## src/rtl/sorted_distinct_marker_histogram_assert.svh

```systemverilog
// ----------------------------------------------------------------------------
// Assertion macros for the sorted distinct marker histogram
// Implication checks, same cycle and next cycle.
// ----------------------------------------------------------------------------
`ifndef SORTED_DISTINCT_MARKER_HISTOGRAM_ASSERT_SVH
`define SORTED_DISTINCT_MARKER_HISTOGRAM_ASSERT_SVH

// ante implies cons in the same cycle
`define SDMH_ASSERT_SAME(label, clk, rst, ante, cons) \
  label: assert property (@(posedge clk) disable iff (rst) (ante) |-> (cons)) \
    else $error("sdmh assertion failed");

// ante implies cons in the next cycle
`define SDMH_ASSERT_NEXT(label, clk, rst, ante, cons) \
  label: assert property (@(posedge clk) disable iff (rst) (ante) |=> (cons)) \
    else $error("sdmh assertion failed");

`endif

```

## src/rtl/sdmh_pkg.sv

```systemverilog
// ----------------------------------------------------------------------------
// sdmh_pkg
// Shared constants, entry and control types for the marker histogram chain.
// ----------------------------------------------------------------------------
`timescale 1ns / 1ps

package sdmh_pkg;

  localparam int MAX_DISTINCT    = 16;
  localparam int COUNT_WIDTH     = 24;
  localparam int KEY_WIDTH       = 32;
  localparam int OUT_COUNT_WIDTH = 24;

  typedef struct packed {
    logic                   valid;
    logic [KEY_WIDTH-1:0]   key;
    logic [COUNT_WIDTH-1:0] count;
  } entry_t;

  typedef enum logic [1:0] {
    CELL_HOLD,
    CELL_ABSORB,
    CELL_SHIFT_OUT
  } cell_mode_t;

  typedef struct packed {
    cell_mode_t           mode;
    logic [KEY_WIDTH-1:0] key;
    logic                 match_any;
    logic                 ins_en;
  } cell_ctrl_t;

  // signed order on two's complement patterns
  function automatic logic key_less(input logic [KEY_WIDTH-1:0] a,
                                    input logic [KEY_WIDTH-1:0] b);
    return $signed(a) < $signed(b);
  endfunction

endpackage

```

## src/rtl/sdmh_cell.sv

```systemverilog
// ----------------------------------------------------------------------------
// sdmh_cell
// One slot of the sorted chain: match/compare, count, insert shift, drain.
// ----------------------------------------------------------------------------
`timescale 1ns / 1ps

module sdmh_cell (
  input  logic                clk,
  input  logic                rst,
  input  sdmh_pkg::cell_ctrl_t ctrl,
  input  sdmh_pkg::entry_t    left_entry,
  input  logic                left_gt,
  input  sdmh_pkg::entry_t    right_entry,
  output sdmh_pkg::entry_t    entry,
  output logic                match,
  output logic                gt
);
  import sdmh_pkg::*;

  entry_t entry_next;

  assign match = entry.valid && (entry.key == ctrl.key);
  // new key sorts before this slot (empty slots count as greater)
  assign gt    = !entry.valid || key_less(ctrl.key, entry.key);

  always_comb begin
    entry_next = entry;
    case (ctrl.mode)
      CELL_ABSORB: begin
        if (ctrl.match_any) begin
          if (match && (entry.count != {COUNT_WIDTH{1'b1}})) begin
            entry_next.count = entry.count + COUNT_WIDTH'(1);
          end
        end else if (ctrl.ins_en) begin
          if (left_gt) begin
            entry_next = left_entry;
          end else if (gt) begin
            entry_next.valid = 1'b1;
            entry_next.key   = ctrl.key;
            entry_next.count = COUNT_WIDTH'(1);
          end
        end
      end
      CELL_SHIFT_OUT: entry_next = right_entry;
      default: entry_next = entry;
    endcase
  end

  // only the valid bit is reset; key and count are don't-care while invalid
  always_ff @(posedge clk) begin
    if (rst) begin
      entry.valid <= 1'b0;
    end else begin
      entry.valid <= entry_next.valid;
    end
    entry.key   <= entry_next.key;
    entry.count <= entry_next.count;
  end

endmodule

```

## src/rtl/sorted_distinct_marker_histogram.sv

```systemverilog
// ----------------------------------------------------------------------------
// sorted_distinct_marker_histogram
// Counts distinct signed face markers and emits them sorted on end of set.
// ----------------------------------------------------------------------------
// Channel   Handshake          Fields
// input     start & !busy      face_marker, end_of_set
// result    strobe (1 cycle)   marker_value, face_count, last_of_run,
//                              table_overflowed
//
// A marker without end_of_set is counted when accepted; busy stays low.
// An end_of_set item is counted first, then the chain shifts out through
// cell 0, one distinct marker per cycle (busy high meanwhile).
// Each result shows on the ports in the cycle after its drain cycle.
// rst clears the chain valid bits, the overflow flag and the drain state.
// The receiver cannot stall; results are never held.
// ----------------------------------------------------------------------------
`timescale 1ns / 1ps

module sorted_distinct_marker_histogram (
  input  logic                                 clk,
  input  logic                                 rst,
  input  logic                                 start,
  output logic                                 busy,
  input  logic signed [sdmh_pkg::KEY_WIDTH-1:0] face_marker,
  input  logic                                 end_of_set,
  output logic                                 strobe,
  output logic signed [sdmh_pkg::KEY_WIDTH-1:0] marker_value,
  output logic [sdmh_pkg::OUT_COUNT_WIDTH-1:0] face_count,
  output logic                                 last_of_run,
  output logic                                 table_overflowed
);
  import sdmh_pkg::*;
  `include "sorted_distinct_marker_histogram_assert.svh"

  typedef enum logic {
    S_IDLE,
    S_DRAIN
  } state_t;

  localparam logic [31:0] OUT_MAX = 32'((64'd1 << OUT_COUNT_WIDTH) - 64'd1);

  state_t state;
  logic   overflow_seen;
  logic   accept;

  cell_ctrl_t ctrl;
  entry_t     entries [MAX_DISTINCT];
  logic       match   [MAX_DISTINCT];
  logic       gt      [MAX_DISTINCT];
  logic [MAX_DISTINCT-1:0] match_vec;

  logic        table_full;
  logic        drain_last;
  logic [31:0] head_count;

  assign busy   = (state == S_DRAIN);
  assign accept = start && !busy;

  always_comb begin
    for (int i = 0; i < MAX_DISTINCT; i++) begin
      match_vec[i] = match[i];
    end
  end

  // sorted chain keeps valid entries packed toward cell 0
  assign table_full = entries[MAX_DISTINCT-1].valid;
  assign drain_last = !entries[1].valid;

  always_comb begin
    ctrl.key       = face_marker;
    ctrl.match_any = |match_vec;
    // insert only when no match and a free slot remains; otherwise drop
    ctrl.ins_en    = !(|match_vec) && !table_full;
    if (accept) begin
      ctrl.mode = CELL_ABSORB;
    end else if (busy) begin
      ctrl.mode = CELL_SHIFT_OUT;
    end else begin
      ctrl.mode = CELL_HOLD;
    end
  end

  genvar g;
  generate
    for (g = 0; g < MAX_DISTINCT; g++) begin : g_cell
      entry_t left_e;
      logic   left_g;
      entry_t right_e;
      if (g == 0) begin : g_first
        assign left_e = '0;
        assign left_g = 1'b0;
      end else begin : g_mid_l
        assign left_e = entries[g-1];
        assign left_g = gt[g-1];
      end
      if (g == MAX_DISTINCT - 1) begin : g_last
        assign right_e = '0;
      end else begin : g_mid_r
        assign right_e = entries[g+1];
      end
      sdmh_cell u_cell (
        .clk         (clk),
        .rst         (rst),
        .ctrl        (ctrl),
        .left_entry  (left_e),
        .left_gt     (left_g),
        .right_entry (right_e),
        .entry       (entries[g]),
        .match       (match[g]),
        .gt          (gt[g])
      );
    end
  endgenerate

  // head cell count widened to 32 bits for the clamp to the output field width
  assign head_count = 32'(entries[0].count);

  always_ff @(posedge clk) begin
    if (rst) begin
      state         <= S_IDLE;
      overflow_seen <= 1'b0;
      strobe        <= 1'b0;
      last_of_run   <= 1'b0;
    end else begin
      strobe      <= 1'b0;
      last_of_run <= 1'b0;
      case (state)
        S_IDLE: begin
          if (accept) begin
            if (!(|match_vec) && table_full) begin
              overflow_seen <= 1'b1;
            end
            if (end_of_set) begin
              state <= S_DRAIN;
            end
          end
        end
        S_DRAIN: begin
          strobe      <= 1'b1;
          last_of_run <= drain_last;
          // payload of the head cell, no reset needed
          marker_value     <= entries[0].key;
          face_count       <= (head_count > OUT_MAX) ? OUT_COUNT_WIDTH'(OUT_MAX)
                                                     : head_count[OUT_COUNT_WIDTH-1:0];
          table_overflowed <= overflow_seen;
          if (drain_last) begin
            state         <= S_IDLE;
            overflow_seen <= 1'b0;
          end
        end
        default: state <= S_IDLE;
      endcase
    end
  end

  `SDMH_ASSERT_SAME(a_last_has_strobe, clk, rst, last_of_run, strobe)
  `SDMH_ASSERT_NEXT(a_end_starts_drain, clk, rst, accept && end_of_set, busy)
  `SDMH_ASSERT_NEXT(a_run_continues, clk, rst, strobe && !last_of_run, strobe)
  `SDMH_ASSERT_SAME(a_drain_head_valid, clk, rst, busy, entries[0].valid)

endmodule
```

## config.mk

```make
export PLATFORM = sky130hd
export DESIGN_NAME = sorted_distinct_marker_histogram
export DESIGN_NICKNAME = d
export VERILOG_FILES = /design/src/rtl/sdmh_pkg.sv /design/src/rtl/sdmh_cell.sv /design/src/rtl/sorted_distinct_marker_histogram.sv
export VERILOG_INCLUDE_DIRS = /design/src /design/src/rtl
export SDC_FILE = /design/constraint.sdc
export NUM_CORES = 2
export LEC_CHECK = 0
export BUFFER_PORTS_ARGS = -buffer_cell sky130_fd_sc_hd__buf_2
export CAP_MARGIN = 25
export CORE_ASPECT_RATIO = 0.7
export CORE_MARGIN = 4
export CORE_UTILIZATION = 40
export CTS_CLUSTER_DIAMETER = 50
export CTS_CLUSTER_SIZE = 16
export DETAILED_ROUTE_END_ITERATION = 6
export PLACE_DENSITY_LB_ADDON = 0.2
export SLEW_MARGIN = 25
export SYNTH_ARGS = -nofsm -noshare
export SYNTH_HDL_FRONTEND = slang
export SYNTH_HIERARCHICAL = 1
export SYNTH_SLANG_ARGS = --single-unit
```

## constraint.sdc

```tcl
create_clock -name clk -period 9.1 [get_ports clk]
set_input_delay 0.455 -clock clk [delete_from_list [all_inputs] [get_ports clk]]
set_output_delay 0.455 -clock clk [all_outputs]
set_load 0.005 [all_outputs]
```

# == Word level (Yosys, flattened, before mapping) ==
# Cells that the tools add are included.
# word_totals
mem_bits_rw,0
latch_bits,0
romBits,0
mem_count,0
output_inout_bits,60
ff_bits,973
in_bits,36
# classes
shifts,0
n_mul,0
add_sub_neg,16
div_mod_pow,0
bitwise_logic,2
n_lt_le_gt_ge,17
n_reduce_logical,106
mux,122
eq_ne,88
# ops
op,n
$mux W57,47
$pmux W57 S2,16
$mux W24,32
$mux W33,16
$eq A32 B32 Y1,16
$lt A32 B32 Y1,16
$add A24 B1 Y24 const B,16
$ne A24 B24 Y1 const B,16
$reduce_and A4 Y1,32
$ne A3 B2 Y1 const B,19
$ne A4 B2 Y1 const B,13
$ne A3 B1 Y1 const B,13
$logic_and A1 B1 Y1,35
$gt A24 B24 Y1 const B,1
$logic_not A1 Y1,18
$logic_or A1 B1 Y1,16
$reduce_or A16 Y1,1
$ne A2 B2 Y1 const B,5
$ne A4 B3 Y1 const B,2
$mux W1,7
$mux W2,2
$pmux W1 S2,2
$ne A3 B3 Y1 const B,1
$reduce_and A3 Y1,1
7 further kinds,8

# == Longest topological paths before layout ==
# logic_depth
depth_word,8
depth_mapped,15
mapped_depth_nobuf,13

# == Cells and area by module ==
# Netlist, hierarchy kept.
# modules_own_cells
module,n_inst,seq_area_each_um2,cells_per_inst,area_per_inst_um2
sdmh_cell at g_cell[0].u_cell ...,15,1701.6,444,4195.3
sdmh_cell at g_cell[9].u_cell,1,1701.6,447,4277.9
sorted_distinct_marker_histogram,1,1791.7,103,2011.9

# == Worst setup path after synthesis ==
# OpenSTA, ideal clock, no wires.
# synth_path
path_kind,in2reg
startpoint,input port face_marker[14] (netlist bit)
endpoint,"register g_cell[0].u_cell/entry[24] (netlist bit), enable pin"
setup_slack_ns,3.492
arrival_ns,5.143
cell_stages,9
setup_time_ns,0.466
required_ns,8.634
cell_sequence,ha_1 > nand4_1 > nor4_1 > and3_1 > nor4_2 > nand4_1 > nor2_1 > nand4bb_1 > o21ai_0
# synth_rtl
element,line_no,rtl
from (decl),sorted_distinct_marker_histogram.sv:24,"input logic signed [sdmh_pkg::KEY_WIDTH-1:0] face_marker,"
to (decl),sdmh_cell.sv:14,"output sdmh_pkg::entry_t entry,"

==> flow_summary_export.csv <==
group,metric,value,unit
routing,drc,0,
routing,avgViaCountPerCell,5.81,
setup_path,rr_endpoint,"g_cell[15].u_cell/entry[53]",
clock_tree,cts_tree,"done",
placement,pre_cts_ws,3.07,ns
clock_tree,cts_buffer_depth,3,
placement,place.gp.congestion,0.859,
setup_path,slowest_delay,1.01,ns
timing,rsz0062_at_grt,"false",
setup_path,regToRegSetupSlack,3.60,ns
final_layout,stdcell_count,9577,
final_layout,final_nets,7785,
yosys,yosys_warnings,6,
global_routing,grt_use_total,22.0,%
timing,finalSetupViolCount,0,
routing,first_iter_violations,5271,
final_layout,area_growth_syn_to_layout,10.2,%
status,failed_checks,"max-slew violations",
hold_path,timing.hold.worst_path_depth,3,
clock_tree,cts.sinks,973,
timing,finClkSkew,0.0337,ns
final_layout,drive_above_1_share,8.86,%
timing,maxSlewViolCount,25,
setup_path,cp_cell_sequence,"inv_1 > ha_1 > nand4_1 > nor4_1 > and3_1 > nor4_2 > nand4_1 > buf_4 > buf_4 > nand4bb_1 > o21ai_2 > buf_4",
routing,routedWlPerCell,21.4,um
placement,port_buffers,95,
setup_path,cp.required,9.52,ns
setup_path,worstPathMaxFanout,80,
hold_path,hp-start,"face_marker[11]",
setup_path,arrival,5.92,ns
timing,relSlewSlack,-33.2,%
run,drv_cap,0,
floorplanning,core_area,172000,um2
floorplanning,die-width,505,um
clock_tree,htreeDepth,3,
clock_tree,root_buffer,"clkbuf_16",
global_routing,grt_pass1_wl,319000,um
routing,vias,55700,
timing,tns,0,ns
clock_tree,cts-buffers-inserted,112,
final_layout,layout_common_cells,"edfxtp_1 (953), nor2_1 (824), nand2_1 (669)",
setup_path,setup.worst_path.start_class,"flip-flop",
placement,post-dp-hpwl,150000,um
floorplanning,placement_rows,127,
clock_tree,post-cts-setup-buffer-count,0,
yosys,postSynthCellCount,7208,
timing,max_freq,0.182,GHz
global_routing,grt-ovfl-total,0,
timing,min_period,5.50,ns
timing,fin_ws,3.60,ns
placement,dp_cells,9359,
floorplanning,die_h,356,um
floorplanning,ios,96,
power,p_leak,32.6,nW
timing,final_hold_viol_count,0,
yosys,syn-cell-area,69200,um2
hold_path,hp-class,"input pin to flip-flop",
status,status,"finished with violations",
setup_path,end_kind,"flip-flop",
timing,fin_crit_sh,60.5,%
timing,whs,0.260,ns
floorplanning,die_area,180000,um2
clock_tree,cts.clk_slew.worst_paths,0.07,ns
hold_path,holdPathEnd,"g_cell[13].u_cell/entry[35]",
global_routing,grt_pass1_vias,53800,
routing,ant_nets,0,
global_routing,grt_max_degree,174,
setup_path,r2r_cells,12,
floorplanning,initial_core_util,40.3,%
setup_path,crit_slowest_cell,"nor4_1",
setup_path,crit_type,"flip-flop to flip-flop",
setup_path,crit_top_cell,"buf_4",
setup_path,rr_startpoint,"g_cell[13].u_cell/entry[47]",
final_layout,final_common_cell,"edfxtp_1",
yosys,syn_avg_cell_area,9.60,um2
power,max-vdd-ir-drop,160,uV
routing,first_pass_iters,6,
routing,wl,205000,um
power,powerDensity,177,nW/um2
global_routing,antenna_found_initial,22,
clock_tree,clkLatencyLatePin,0.77,ns
timing,tightest_slew,1.99,ns
[per-stage QoR]
stage          power [mW]  area [um2]  util (%)
2_1_floorplan        7.85       69600         -
4_1_cts              13.5       76100      44.3
5_1_grt              14.1       76200      44.4
6_report             13.5       76200      44.4
3_3_place_gp         8.64       72200      42.1
3_5_place_dp         8.75       72300      42.1
[sequential cells by signal, indices dropped and copies added, names as in the netlist]
signal / count
table_overflowed: 1
marker_value: 32
overflow_seen: 1
face_count: 24
g_cell.u_cell/entry: 912
strobe: 1
last_of_run: 1
busy: 1
[routing by layer]
metal  vias to the layer above  track usage (%)  part of all wire (%)
li1                      26300                -                     -
met2                      1707             30.4                    40
met1                     27500             35.6                    52
met3                       193             3.87                   7.0
met5                         -                0                 0.019
met4                         6             3.54                   1.3
[timing repair]
item,CTS,global route
gates resized for setup,0,0
hold endpoints to repair,1,0
hold buffers,1,0
[critical path, delay by kind of cell (launching register included)]
family / cells / cell delay, ns
AND/OR/NAND/NOR: 6 / 2.43
adder cells (fa/ha/maj): 1 / 0.33
AO/OA/AOI/OAI: 1 / 0.09
buffers and inverters: 4 / 1.73
flip-flops: 1 / 0.42
[cell type report]
class / instances / area [um2]
Timing Repair Buffer: 208 / 1480
Fill cell: 16700 / 95400
Tap cell: 2257 / 2820
Antenna cell: 4 / 10.0
Multi-Input combinational cell: 5305 / 36800
Clock inverter: 87 / 928
Inverter: 621 / 2330
Clock buffer: 122 / 2860
Sequential cell: 973 / 29000
[power breakdown]
group          leakage (nW)  internal (mW)  total, mW  switching, mW
combinational          21.4          0.983       2.46           1.48
sequential             9.36           5.63       6.25          0.620
clock                  1.83           2.60       4.75           2.16
[worst max path at each step]
stage / startpoint / endpoint / cells after the start
floorplan: face_marker[14] / g_cell[0].u_cell/entry[24] / 9
global placement: face_marker[31] / g_cell[14].u_cell/entry[51] / 13
detailed placement: face_marker[31] / g_cell[14].u_cell/entry[51] / 13
CTS: g_cell[9].u_cell/entry[55] / g_cell[15].u_cell/entry[53] / 13
global route: g_cell[9].u_cell/entry[55] / g_cell[15].u_cell/entry[53] / 13
finish: g_cell[13].u_cell/entry[47] / g_cell[15].u_cell/entry[53] / 12
No activity file was read; power rests on OpenSTA's default activity.
